--- config.mk ---
export PLATFORM = sky130hd
export DESIGN_NAME = animation_rle24_frame_decoder_core
export DESIGN_NICKNAME = d
export VERILOG_FILES = /design/src/sv/arfd_pkg.sv /design/src/sv/arfd_front.sv /design/src/sv/arfd_back.sv /design/src/sv/arfd_result_queue.sv /design/src/sv/animation_rle24_frame_decoder_core.sv
export SDC_FILE = /design/constraint.sdc
export NUM_CORES = 2
export LEC_CHECK = 0
export BUFFER_PORTS_ARGS = -buffer_cell sky130_fd_sc_hd__buf_2
export CORE_ASPECT_RATIO = 0.9
export CORE_MARGIN = 4
export CORE_UTILIZATION = 60
export DETAILED_ROUTE_END_ITERATION = 16
export GPL_ROUTABILITY_DRIVEN = 0
export PLACE_DENSITY = 0.77
export SLEW_MARGIN = 20
export SYNTH_ARGS = -nofsm -noshare
export SYNTH_HDL_FRONTEND = slang
export SYNTH_SLANG_ARGS = --single-unit
--- constraint.sdc ---
create_clock -name clk -period 10.4 [get_ports clk]
set_input_delay 1.04 -clock clk [delete_from_list [all_inputs] [get_ports clk]]
set_output_delay 1.04 -clock clk [all_outputs]
set_load 0.05 [all_outputs]
--- src/sv/arfd_pkg.sv ---
// Shared types, codes and constants of the animation RLE 24-bit frame decoder.
package arfd_pkg;

  localparam int MAX_RUN   = 128;
  localparam int IN_DEPTH  = 2;
  localparam int IN_AW     = $clog2(IN_DEPTH);
  localparam int OUT_DEPTH = 4;
  localparam int OUT_AW    = $clog2(OUT_DEPTH);

  localparam logic [15:0] HDR_EXTENDED   = 16'h0008;
  localparam logic [7:0]  CODE_NEXT_LINE = 8'hFF;
  localparam logic [7:0]  ALPHA_OPAQUE   = 8'hFF;
  localparam logic [24:0] OFF_CAP        = 25'h100_0000;
  localparam logic [23:0] BYTE_INDEX_MAX = 24'hFF_FFFF;
  localparam logic [15:0] LINE_COUNT_MAX = 16'hFFFF;

  typedef enum logic [1:0] {
    KIND_PIXEL = 2'd0,
    KIND_DONE  = 2'd1,
    KIND_ERROR = 2'd2
  } kind_t;

  typedef enum logic [1:0] {
    REG_FRAME_WIDTH  = 2'd0,
    REG_FRAME_HEIGHT = 2'd1,
    REG_CHUNK_BYTES  = 2'd2
  } reg_index_t;

  typedef enum logic [3:0] {
    PH_HDR_HI = 4'd0,
    PH_HDR_LO = 4'd1,
    PH_SKL_HI = 4'd2,
    PH_SKL_LO = 4'd3,
    PH_PAD1A  = 4'd4,
    PH_PAD1B  = 4'd5,
    PH_NL_HI  = 4'd6,
    PH_NL_LO  = 4'd7,
    PH_PAD2A  = 4'd8,
    PH_PAD2B  = 4'd9,
    PH_SKIP   = 4'd10,
    PH_CODE   = 4'd11,
    PH_RED    = 4'd12,
    PH_GREEN  = 4'd13,
    PH_BLUE   = 4'd14
  } phase_t;

  // One compressed byte together with its run code decoding.
  typedef struct packed {
    logic [7:0] data;
    logic       start;
    logic       is_zero;
    logic       is_next_line;
    logic       is_literal;
    logic [7:0] len;
    logic [9:0] len3;
  } byte_item_t;

  typedef struct packed {
    kind_t       kind;
    logic [23:0] offset;
    logic [7:0]  length;
    logic [31:0] word;
    logic        last;
  } result_t;

  // Up to two results written into the result queue in one cycle.
  typedef struct packed {
    logic [1:0] count;
    result_t    first;
    result_t    second;
  } res_push_t;

  function automatic logic [24:0] off_cap(input logic [28:0] s);
    return (s > 29'(OFF_CAP)) ? OFF_CAP : s[24:0];
  endfunction

endpackage

--- src/sv/arfd_front.sv ---
// Front part: accepts compressed bytes, decodes the run code fields and queues them.
module arfd_front (
  input  logic                 clk,
  input  logic                 rst,
  input  logic                 push,
  output logic                 full,
  input  logic [7:0]           data_byte,
  input  logic                 chunk_start,
  output logic                 item_valid,
  input  logic                 item_ready,
  output arfd_pkg::byte_item_t item
);

  localparam int AW = arfd_pkg::IN_AW;

  arfd_pkg::byte_item_t slot [arfd_pkg::IN_DEPTH];
  arfd_pkg::byte_item_t incoming;
  logic [AW-1:0]        head;
  logic [AW-1:0]        tail;
  logic [AW:0]          count;
  logic                 enq;
  logic                 deq;

  always_comb begin
    incoming.data         = data_byte;
    incoming.start        = chunk_start;
    incoming.is_zero      = (data_byte == 8'd0);
    incoming.is_next_line = (data_byte == arfd_pkg::CODE_NEXT_LINE);
    incoming.is_literal   = !data_byte[7];
    // A negative code repeats one pixel minus-code times.
    incoming.len          = data_byte[7] ? (8'd0 - data_byte) : data_byte;
    incoming.len3         = {1'b0, incoming.len, 1'b0} + {2'b00, incoming.len};
  end

  assign full       = (count == (AW+1)'(arfd_pkg::IN_DEPTH));
  assign item_valid = (count != '0);
  assign item       = slot[head];
  assign enq        = push && !full;
  assign deq        = item_valid && item_ready;

  always_ff @(posedge clk) begin
    if (enq) begin
      slot[tail] <= incoming;
    end
  end

  always_ff @(posedge clk) begin
    if (rst) begin
      head  <= '0;
      tail  <= '0;
      count <= '0;
    end else begin
      if (enq) begin
        tail <= tail + AW'(1);
      end
      if (deq) begin
        head <= head + AW'(1);
      end
      count <= count + (AW+1)'(enq) - (AW+1)'(deq);
    end
  end

endmodule

--- src/sv/arfd_back.sv ---
// Back part: configuration registers and the chunk parser that turns bytes into results.
module arfd_back #(
  parameter int MAX_WIDTH = 4096
) (
  input  logic                 clk,
  input  logic                 rst,
  input  logic                 cfg_write,
  input  logic [1:0]           cfg_index,
  input  logic [23:0]          cfg_data,
  input  logic                 item_valid,
  output logic                 item_ready,
  input  arfd_pkg::byte_item_t item,
  input  logic                 out_room,
  output arfd_pkg::res_push_t  res
);

  localparam logic [12:0] RESET_WIDTH  = 13'd640;
  localparam logic [12:0] RESET_HEIGHT = 13'd480;

  typedef struct packed {
    arfd_pkg::phase_t phase;
    logic [23:0]      byte_index;
    logic [15:0]      word_hold;
    logic [15:0]      lines_to_decode;
    logic [15:0]      line_count;
    logic [24:0]      line_base;
    logic [24:0]      write_offset;
    logic             run_literal;
    logic [7:0]       pixels_left;
    logic [15:0]      color_hold;
    logic             frame_finished;
  } parse_t;

  localparam parse_t PARSE_IDLE = '{phase: arfd_pkg::PH_HDR_HI, frame_finished: 1'b1,
                                    default: '0};

  function automatic logic [12:0] clamp_width(input logic [12:0] w);
    return (w > MAX_WIDTH) ? 13'(MAX_WIDTH) : w;
  endfunction

  logic [12:0] eff_width;
  logic [12:0] frame_height;
  logic [23:0] chunk_bytes;
  logic [24:0] frame_end;
  logic [12:0] cfg_width_in;

  parse_t      parse;
  parse_t      parse_next;
  parse_t      base;
  logic [28:0] skip_product;
  logic        skip_load;
  logic [15:0] hold_word;

  logic        fire;
  logic        active;
  logic [7:0]  b;
  logic [23:0] bi_inc;
  logic [15:0] lc_inc;
  logic [24:0] next_line_base;
  logic [24:0] skip_offset;
  logic        run_too_far;
  logic        lit_short;
  logic [7:0]  pl_dec;
  logic        done;
  logic        err;
  logic        pix;
  logic [7:0]  pix_len;
  logic [31:0] word;
  arfd_pkg::result_t pix_res;
  arfd_pkg::result_t status_res;
  logic        has_status;

  assign cfg_width_in = clamp_width(cfg_data[12:0]);

  // The frame end is kept as a product so that run checks need only an add and compare.
  always_ff @(posedge clk) begin
    if (rst) begin
      eff_width    <= clamp_width(RESET_WIDTH);
      frame_height <= RESET_HEIGHT;
      chunk_bytes  <= '0;
      frame_end    <= arfd_pkg::off_cap(29'(clamp_width(RESET_WIDTH)) * 29'(RESET_HEIGHT));
    end else if (cfg_write) begin
      case (cfg_index)
        arfd_pkg::REG_FRAME_WIDTH: begin
          eff_width <= cfg_width_in;
          frame_end <= arfd_pkg::off_cap(29'(cfg_width_in) * 29'(frame_height));
        end
        arfd_pkg::REG_FRAME_HEIGHT: begin
          frame_height <= cfg_data[12:0];
          frame_end    <= arfd_pkg::off_cap(29'(eff_width) * 29'(cfg_data[12:0]));
        end
        arfd_pkg::REG_CHUNK_BYTES: begin
          chunk_bytes <= cfg_data;
        end
        default: begin
        end
      endcase
    end
  end

  assign item_ready = out_room;
  assign fire       = item_valid && out_room;

  always_comb begin
    b      = item.data;
    active = item.start || !parse.frame_finished;
    base   = parse;
    if (item.start) begin
      // A chunk start drops the current frame and begins from a cleared state.
      base       = '0;
      base.phase = arfd_pkg::PH_HDR_HI;
    end
    parse_next = base;
    bi_inc = (base.byte_index != arfd_pkg::BYTE_INDEX_MAX) ?
             base.byte_index + 24'd1 : base.byte_index;
    parse_next.byte_index = bi_inc;
    lc_inc = (base.line_count != arfd_pkg::LINE_COUNT_MAX) ?
             base.line_count + 16'd1 : base.line_count;
    hold_word      = {base.word_hold[15:8], b};
    next_line_base = arfd_pkg::off_cap(29'(base.line_base) + 29'(eff_width));
    skip_offset    = arfd_pkg::off_cap(29'(base.write_offset) + 29'(b) - 29'd1);
    run_too_far    = (26'(base.write_offset) + 26'(item.len)) > 26'(frame_end);
    lit_short      = (26'(bi_inc) + 26'(item.len3)) >= 26'(chunk_bytes);
    pl_dec         = (base.pixels_left != 8'd0) ? base.pixels_left - 8'd1 : 8'd0;
    word           = {arfd_pkg::ALPHA_OPAQUE, base.color_hold, b};
    done      = 1'b0;
    err       = 1'b0;
    pix       = 1'b0;
    pix_len   = 8'd0;
    skip_load = 1'b0;

    case (base.phase)
      arfd_pkg::PH_HDR_HI: begin
        parse_next.word_hold = {b, 8'd0};
        parse_next.phase     = arfd_pkg::PH_HDR_LO;
      end
      arfd_pkg::PH_SKL_HI: begin
        parse_next.word_hold = {b, 8'd0};
        parse_next.phase     = arfd_pkg::PH_SKL_LO;
      end
      arfd_pkg::PH_NL_HI: begin
        parse_next.word_hold = {b, 8'd0};
        parse_next.phase     = arfd_pkg::PH_NL_LO;
      end
      arfd_pkg::PH_HDR_LO: begin
        parse_next.word_hold = hold_word;
        if (hold_word == arfd_pkg::HDR_EXTENDED) begin
          parse_next.phase = arfd_pkg::PH_SKL_HI;
        end else begin
          parse_next.lines_to_decode = {3'b000, frame_height};
          parse_next.line_count      = '0;
          parse_next.line_base       = '0;
          parse_next.write_offset    = '0;
          parse_next.phase           = arfd_pkg::PH_SKIP;
        end
      end
      arfd_pkg::PH_SKL_LO: begin
        // The skipped-line product is registered here and capped on the next byte.
        parse_next.word_hold = hold_word;
        skip_load            = 1'b1;
        parse_next.phase     = arfd_pkg::PH_PAD1A;
      end
      arfd_pkg::PH_PAD1A: begin
        parse_next.line_base    = arfd_pkg::off_cap(skip_product);
        parse_next.write_offset = arfd_pkg::off_cap(skip_product);
        parse_next.phase        = arfd_pkg::PH_PAD1B;
      end
      arfd_pkg::PH_PAD1B: begin
        parse_next.phase = arfd_pkg::PH_NL_HI;
      end
      arfd_pkg::PH_NL_LO: begin
        parse_next.word_hold       = hold_word;
        parse_next.lines_to_decode = hold_word;
        parse_next.line_count      = '0;
        parse_next.phase           = arfd_pkg::PH_PAD2A;
      end
      arfd_pkg::PH_PAD2A: begin
        parse_next.phase = arfd_pkg::PH_PAD2B;
      end
      arfd_pkg::PH_PAD2B: begin
        parse_next.phase = arfd_pkg::PH_SKIP;
      end
      arfd_pkg::PH_SKIP: begin
        if (b == 8'd0 || base.line_count >= base.lines_to_decode) begin
          done = 1'b1;
        end else begin
          parse_next.write_offset = skip_offset;
          parse_next.phase        = arfd_pkg::PH_CODE;
        end
      end
      arfd_pkg::PH_CODE: begin
        if (item.is_zero) begin
          parse_next.phase = arfd_pkg::PH_SKIP;
        end else if (item.is_next_line) begin
          parse_next.line_count = lc_inc;
          if (lc_inc >= base.lines_to_decode) begin
            done = 1'b1;
          end else begin
            parse_next.line_base    = next_line_base;
            parse_next.write_offset = next_line_base;
            parse_next.phase        = arfd_pkg::PH_SKIP;
          end
        end else if (run_too_far) begin
          err = 1'b1;
        end else if (item.is_literal && lit_short) begin
          err = 1'b1;
        end else begin
          parse_next.run_literal = item.is_literal;
          parse_next.pixels_left = item.len;
          parse_next.phase       = arfd_pkg::PH_RED;
        end
      end
      arfd_pkg::PH_RED: begin
        parse_next.color_hold = {b, 8'd0};
        parse_next.phase      = arfd_pkg::PH_GREEN;
      end
      arfd_pkg::PH_GREEN: begin
        parse_next.color_hold = {base.color_hold[15:8], b};
        parse_next.phase      = arfd_pkg::PH_BLUE;
      end
      arfd_pkg::PH_BLUE: begin
        pix = 1'b1;
        if (base.run_literal) begin
          pix_len                 = 8'd1;
          parse_next.write_offset = arfd_pkg::off_cap(29'(base.write_offset) + 29'd1);
          parse_next.pixels_left  = pl_dec;
          parse_next.phase        = (pl_dec == 8'd0) ? arfd_pkg::PH_CODE : arfd_pkg::PH_RED;
        end else begin
          pix_len = (base.pixels_left > arfd_pkg::MAX_RUN) ?
                    8'(arfd_pkg::MAX_RUN) : base.pixels_left;
          parse_next.write_offset = arfd_pkg::off_cap(29'(base.write_offset) + 29'(pix_len));
          parse_next.pixels_left  = '0;
          parse_next.phase        = arfd_pkg::PH_CODE;
        end
      end
      default: begin
        err = 1'b1;
      end
    endcase

    if (!done && !err && bi_inc >= chunk_bytes) begin
      err = 1'b1;
    end
    if (done || err) begin
      parse_next.frame_finished = 1'b1;
    end

    pix_res.kind   = arfd_pkg::KIND_PIXEL;
    pix_res.offset = base.write_offset[23:0];
    pix_res.length = pix_len;
    pix_res.word   = word;
    pix_res.last   = !(done || err);

    status_res.kind   = done ? arfd_pkg::KIND_DONE : arfd_pkg::KIND_ERROR;
    status_res.offset = '0;
    status_res.length = '0;
    status_res.word   = '0;
    status_res.last   = 1'b1;

    res.first  = pix ? pix_res : status_res;
    res.second = status_res;
    if (fire && active) begin
      res.count = 2'(pix) + 2'(done || err);
    end else begin
      res.count = 2'd0;
    end
    has_status = (res.count == 2'd2) ||
                 (res.count == 2'd1 && res.first.kind != arfd_pkg::KIND_PIXEL);
  end

  always_ff @(posedge clk) begin
    if (fire && active && skip_load) begin
      skip_product <= 29'(hold_word) * 29'(eff_width);
    end
  end

  always_ff @(posedge clk) begin
    if (rst) begin
      parse <= PARSE_IDLE;
    end else if (fire && active) begin
      parse <= parse_next;
    end
  end

  a_status_ends_frame: assert property (@(posedge clk) disable iff (rst)
    has_status |=> parse.frame_finished)
    else $error("status result did not close the frame");

  a_results_need_room: assert property (@(posedge clk) disable iff (rst)
    (res.count != 2'd0) |-> (item_valid && out_room))
    else $error("results produced without a taken byte or queue room");

endmodule

--- src/sv/arfd_result_queue.sv ---
// Result queue: takes up to two results a cycle from the parser and hands out one at a time.
module arfd_result_queue (
  input  logic                clk,
  input  logic                rst,
  input  arfd_pkg::res_push_t wr,
  output logic                room,
  input  logic                pop,
  output logic                empty,
  output arfd_pkg::result_t   head
);

  localparam int AW = arfd_pkg::OUT_AW;

  arfd_pkg::result_t slot [arfd_pkg::OUT_DEPTH];
  logic [AW-1:0]     rd_ptr;
  logic [AW-1:0]     wr_ptr;
  logic [AW-1:0]     wr_ptr_1;
  logic [AW:0]       count;
  logic              do_pop;

  assign room     = (count <= (AW+1)'(arfd_pkg::OUT_DEPTH - 2));
  assign empty    = (count == '0);
  assign head     = slot[rd_ptr];
  assign do_pop   = pop && !empty;
  assign wr_ptr_1 = wr_ptr + AW'(1);

  always_ff @(posedge clk) begin
    if (wr.count != 2'd0) begin
      slot[wr_ptr] <= wr.first;
    end
    if (wr.count == 2'd2) begin
      slot[wr_ptr_1] <= wr.second;
    end
  end

  always_ff @(posedge clk) begin
    if (rst) begin
      rd_ptr <= '0;
      wr_ptr <= '0;
      count  <= '0;
    end else begin
      wr_ptr <= wr_ptr + AW'(wr.count);
      if (do_pop) begin
        rd_ptr <= rd_ptr + AW'(1);
      end
      count <= count + (AW+1)'(wr.count) - (AW+1)'(do_pop);
    end
  end

  a_count_bounded: assert property (@(posedge clk) disable iff (rst)
    count <= (AW+1)'(arfd_pkg::OUT_DEPTH))
    else $error("result queue count beyond its depth");

  a_no_overflow: assert property (@(posedge clk) disable iff (rst)
    (wr.count != 2'd0) |-> (int'(count) + int'(wr.count) <= arfd_pkg::OUT_DEPTH))
    else $error("result queue written beyond its free space");

endmodule

--- src/sv/animation_rle24_frame_decoder_core.sv ---
// Top level of the animation RLE 24-bit frame decoder: byte queue, parser and result queue.
// Path: byte queue register, combinational parser, result queue register, then the output ports.
// Throughput: one byte per cycle while the result queue has room, set by the parser; a byte
// with a pixel and a status result takes two pops, absorbed by the four-entry result queue.
// Reset (synchronous): both queues empty, parser idle until a chunk start, registers
// frame_width 640, frame_height 480, chunk_bytes 0.
module animation_rle24_frame_decoder_core #(
  parameter int MAX_WIDTH = 4096
) (
  input  logic        clk,
  input  logic        rst,
  input  logic        push,
  output logic        full,
  input  logic [7:0]  data_byte,
  input  logic        chunk_start,
  output logic        empty,
  input  logic        pop,
  output logic [1:0]  result_kind,
  output logic [23:0] start_offset,
  output logic [7:0]  run_length,
  output logic [31:0] pixel_word,
  output logic        last_of_run,
  input  logic        cfg_write,
  input  logic [1:0]  cfg_index,
  input  logic [23:0] cfg_data
);

  arfd_pkg::byte_item_t item;
  logic                 item_valid;
  logic                 item_ready;
  arfd_pkg::res_push_t  res;
  logic                 out_room;
  arfd_pkg::result_t    head;

  arfd_front u_front (
    .clk         (clk),
    .rst         (rst),
    .push        (push),
    .full        (full),
    .data_byte   (data_byte),
    .chunk_start (chunk_start),
    .item_valid  (item_valid),
    .item_ready  (item_ready),
    .item        (item)
  );

  arfd_back #(
    .MAX_WIDTH (MAX_WIDTH)
  ) u_back (
    .clk        (clk),
    .rst        (rst),
    .cfg_write  (cfg_write),
    .cfg_index  (cfg_index),
    .cfg_data   (cfg_data),
    .item_valid (item_valid),
    .item_ready (item_ready),
    .item       (item),
    .out_room   (out_room),
    .res        (res)
  );

  arfd_result_queue u_result_queue (
    .clk   (clk),
    .rst   (rst),
    .wr    (res),
    .room  (out_room),
    .pop   (pop),
    .empty (empty),
    .head  (head)
  );

  assign result_kind  = head.kind;
  assign start_offset = head.offset;
  assign run_length   = head.length;
  assign pixel_word   = head.word;
  assign last_of_run  = head.last;

endmodule

[After elaboration in Yosys (flattened, before gate mapping)]
Memory sizes are Yosys's and may differ from the RTL's. A register that Yosys moved wholly into a read port is not among the register bits.
Cells that the tools add are included.
Word-level totals
  register bits after elaboration: 259
  bits in writable memories: 328
  input port bits: 40
  output and inout bits: 69
  logic and storage cells: 195
  memories kept: 2
Memory list
  u_result_queue.slot: words 4, bits a word 67, rd ports 1, clocked after memory_dff 1, write ports 2, line arfd_result_queue.sv:14  | arfd_pkg::result_t slot [arfd_pkg::OUT_DEPTH];
  u_front.slot: words 2, bits a word 30, rd ports 1, clocked after memory_dff 1, write ports 1, line arfd_front.sv:16  | arfd_pkg::byte_item_t slot [arfd_pkg::IN_DEPTH];
Operators by class
  add/subtract/negate cells: 22
  multipliers: 3
  $lt $le $gt $ge: 15
  equality and inequality tests: 22
  multiplexer cells: 72
  reduce and logical (&&, ||, !) cells: 37
Operator list (count)
  2-to-1 mux 25 bit: 9
  2-to-1 mux 152 bit: 1
  > comparator 29 x 25 -> 1 bit (second input constant): 5
  case mux 25 bit (5 select lines): 1
  case mux 16 bit (2 select lines): 3
  2-to-1 mux 82 bit: 1
  adder 25 x 8 -> 26 bit: 3
  2-to-1 mux 75 bit: 1
  case mux 25 bit (3 select lines): 1
  2-to-1 mux 67 bit: 1
  2-to-1 mux 66 bit: 1
  case mux 4 bit (15 select lines): 1
  > comparator 26 x 25 -> 1 bit (second input constant): 2
  multiplier 13 x 13 -> 26 bit: 2
  2-to-1 mux 50 bit: 1
  case mux 25 bit (2 select lines): 1
  2-to-1 mux 8 bit: 6
  case mux 16 bit (3 select lines): 1
  >= comparator 16 bit: 2
  2-to-1 mux 4 bit: 8
  multiplier 16 x 13 -> 29 bit: 1
  subtractor 29 x 1 -> 29 bit (second input constant): 1
  == test 4 bit (second input constant): 7
  2-to-1 mux 9 bit: 3
  51 further kinds: 108

[Depth between registers and ports, before layout]
  word-level depth: 21
  depth in mapped cells: 48
  mapped depth without buffers: 36

[Modules after synthesis]
From an unflattened synthesis, not the netlist that was laid out.
Second synthesis, totals
  cells, all modules: 5978
  area total of the unflattened synthesis: 56381.6 µm²
By module, submodules not included
  arfd_back: times used 1, cells each 5087, area each 39945.8 µm², sequential area each 5255.0 µm²
  arfd_result_queue: times used 1, cells each 701, area each 13570.5 µm², sequential area each 8227.9 µm²
  arfd_front: times used 1, cells each 190, area each 2865.2 µm², sequential area each 1781.7 µm²

[Worst setup path after synthesis]
OpenSTA, ideal clock, no wires.
  path type: register to register
  from: register (tool-made name)
  to: register u_result_queue.count[2]
  setup time: 0.128 ns
  arrival: 9.331 ns
  data required time: 10.272 ns
  path slack: 0.941 ns
  cell stages (with the launch flop): 45
  path buffers: 11
  period minus slack after synthesis: 9.459 ns
  cell sequence: dfxtp_1 > buf_6 > mux2i_4 > buf_4 > buf_6 > buf_2 > buf_2 > buf_2 > buf_2 > clkbuf_1 > clkbuf_1 > and2_1 > ha_1 > and3_1 > buf_2 > nand3_1 > xor2_1 > ha_1 > [9 not listed] > xnor2_1 > ha_1 > a21o_1 > a21o_1 > a211oi_1 > o31ai_1 > a31o_2 > o311a_1 > or4_1 > ha_1 > clkbuf_1 > and3_1 > ha_1 > inv_1 > fa_1 > xnor2_1 > xnor2_1 > nor2_1
RTL lines
  end signal: assignment: line arfd_result_queue.sv:46  | count <= count + (AW+1)'(wr.count) - (AW+1)'(do_pop);
  end: declaration: line arfd_result_queue.sv:18  | logic [AW:0] count;

==> results.json <==
{
  "hold_viol_final": 0,
  "grt_usage": 0.353,
  "synth_top_area_frac": 0.181,
  "final_max_slew_viol_count": 0,
  "async_flop_share": 0,
  "avgSynthCellArea_um2": 8.58,
  "crit_path_max_fanout": 44,
  "dp.cells": 6967,
  "grt_pass1_wl_um": 254000,
  "drc_errors": 0,
  "rows": 101,
  "clock_sinks": 558,
  "ys.flop_type": "dfxtp_1",
  "grt_overflow": 0,
  "post_cts_buffers": 0,
  "ys_seq_area_frac": 0.235,
  "start_kind": "flop",
  "die_width_um": 317,
  "diodes": 0,
  "crit_arrival_ns": 10.22,
  "ys_types": 104,
  "ir_worst_vdd_v": 0.000195,
  "tightest_slew_ns": 1.20,
  "hold_path_class": "reg -> reg",
  "areaGrowthSynthToFinish_pct": 6.49,
  "cts_buffers": 59,
  "ctsResizeCount": 0,
  "synth_area_leaders": "dfxtp_1, fa_1, ha_1",
  "synthCells": 6001,
  "place_ws_ns": 0.776,
  "period_minus_slack_ns": 9.82,
  "outcome": "complete, no violations",
  "cts.path.max_buffers": 3,
  "endpoint_kind": "flop",
  "critPathRequiredTime_ns": 10.79,
  "drive_gt1_frac": 0.0814,
  "crit_slowest_cell": "or3_2",
  "nets": 6732,
  "final_core_util": 0.647,
  "yosysMostFrequentCell": "nand2_1",
  "ys_seq_elements": 558,
  "firstDrtPassIters": 7,
  "cpPeakStageDelay_ns": 0.86,
  "total_power_mw": 10.2,
  "antenna_found_initial": 2,
  "clock_latency_ns": 0.65,
  "final-setup-viol-count": 0,
  "dr_total_vias": 46300,
  "fin_worst_skew_ns": 0.0219,
  "worst_slack_ns": 0.578,
  "grt_pass1_vias": 44900,
  "ant_nets": 0,
  "port_buffers": 108,
  "yosys_warnings": 0,
  "finalSetupTns_ns": 0,
  "rsz0062_at_grt": "false",
  "p_leak_nw": 23.7,
  "drt_wl_total_um": 161000,
  "cap_violations": 0,
  "min_period_over_period": 0.944,
  "synth_fp_nets": 6838,
  "yosys-top-cells-count": "nand2_1, inv_1, dfxtp_1",
  "fin_area_mm2": 0.0548,
  "dieArea_mm2": 0.0905,
  "viasPerCell": 6.54,
  "pin_count": 109,
  "drt_iter0_drc": 5456,
  "core_region_area_mm2": 0.0847,
  "num-fill-cells": 7069,
  "place_area_mm2": 0.0527,
  "synth_edf_count": 93,
  "htree_levels": 2,
  "grt_max_degree": 85,
  "dp_hpwl_um": 118000,
  "path_clk_slew_ns": 0.06,
  "cts_tree": "done",
  "final_cells": 7079,
  "p_per_area_mw_per_mm2": 186,
  "synthesis.area_mm2": 0.0515,
  "hold_buffers": 0,
  "synth_area_leader_cell": "dfxtp_1",
  "initial_core_util": 0.608,
  "setup.worst_path.class": "reg -> reg",
  "clock-root-buffer": "clkbuf_16",
  "post_drt_wl_per_cell_um": 22.7,
  "die_y_um": 286,
  "holdWs_ns": 0.452,
  "fmax_ghz": 0.102,
  "maxSlewHeadroom": 0.187
}
==> metal layers <==
layer,wire (um),GRT usage,share of wire,up-vias
met4,8180,0.148,0.051,2
met5,7,0,0.000043,-
li1,-,-,-,20500
met2,69000,0.530,0.43,2904
met3,19900,0.0777,0.12,561
met1,63900,0.495,0.40,22300
==> cells in the final DEF (no fill, tap or decap), types with 89 or more instances in the layout <==
cell,n
a22o_1,90
inv_1,571
and2_1,228
edfxtp_1,93
dfxtp_1,462
buf_4,96
xnor2_1,174
a21oi_1,288
and3_1,89
ha_1,394
buf_2,107
o21ai_0,276
nand3_1,107
fa_1,403
nor2_1,316
nand2_1,893
==> kinds of logic after synthesis <==
logic type | share of synthesized area
simple gates | 0.189
flops | 0.235
compound gates | 0.170
mux | 0.0377
xor+xnor | 0.0436
buf+inv | 0.0713
fa+ha+maj | 0.253
==> critical path, delay by kind of cell (launching register included) <==
| kind | cells | cell delay (ns) |
|---|---|---|
| AO/OA/AOI/OAI | 11 | 2.48 |
| XOR/XNOR | 2 | 0.53 |
| adder cells (fa/ha/maj) | 4 | 1.19 |
| buffers and inverters | 2 | 0.69 |
| flip-flops | 1 | 0.40 |
| multiplexers | 2 | 0.62 |
| AND/OR/NAND/NOR | 10 | 3.68 |
==> final cells by class <==
| class | count | area [um^2] | area share |
|---|---|---|---|
| Multi-Input combinational cell | 4498 | 35800 | 0.653 |
| Clock buffer | 81 | 1720 | 0.0314 |
| Timing Repair Buffer | 205 | 1290 | 0.0235 |
| Sequential cell | 558 | 12100 | 0.221 |
| Tap cell | 1133 | 1420 | 0.0259 |
| Inverter | 573 | 2150 | 0.0392 |
| Clock inverter | 31 | 352 | 0.00641 |
==> flip-flops by register name (all words and copies together) (netlist names), named ones only <==
signal	cells
u_result_queue.wr_ptr	2
u_back.parse	144
u_back.chunk_bytes	24
u_back.skip_product	29
u_front.count	2
u_back.frame_end	25
u_front.tail	1
u_result_queue.slot	240
u_back.frame_height	13
u_result_queue.rd_ptr	2
u_front.head	1
u_result_queue.count	3
u_front.slot	56
u_back.eff_width	13
==> path summary, 6_finish.rpt <==
path                         startpoint                          to  slack, ns  cells past startpoint
max                                flop  u_result_queue.slot[1][66]       0.58                     31
min          u_result_queue.slot[3][45]  u_result_queue.slot[3][45]       0.45                      2
max reg2reg                        flop  u_result_queue.slot[1][66]       0.58                     31
min reg2reg  u_result_queue.slot[3][45]  u_result_queue.slot[3][45]       0.45                      2
==> report_power, final <==
part	leakage [nW]	switching (mW)	total, mW	internal, mW
Combinational	18.0	3.37	5.14	1.77
Clock	1.02	0.983	2.28	1.30
Sequential	4.63	0.313	2.76	2.45
Power figures use the tool's default switching activity.
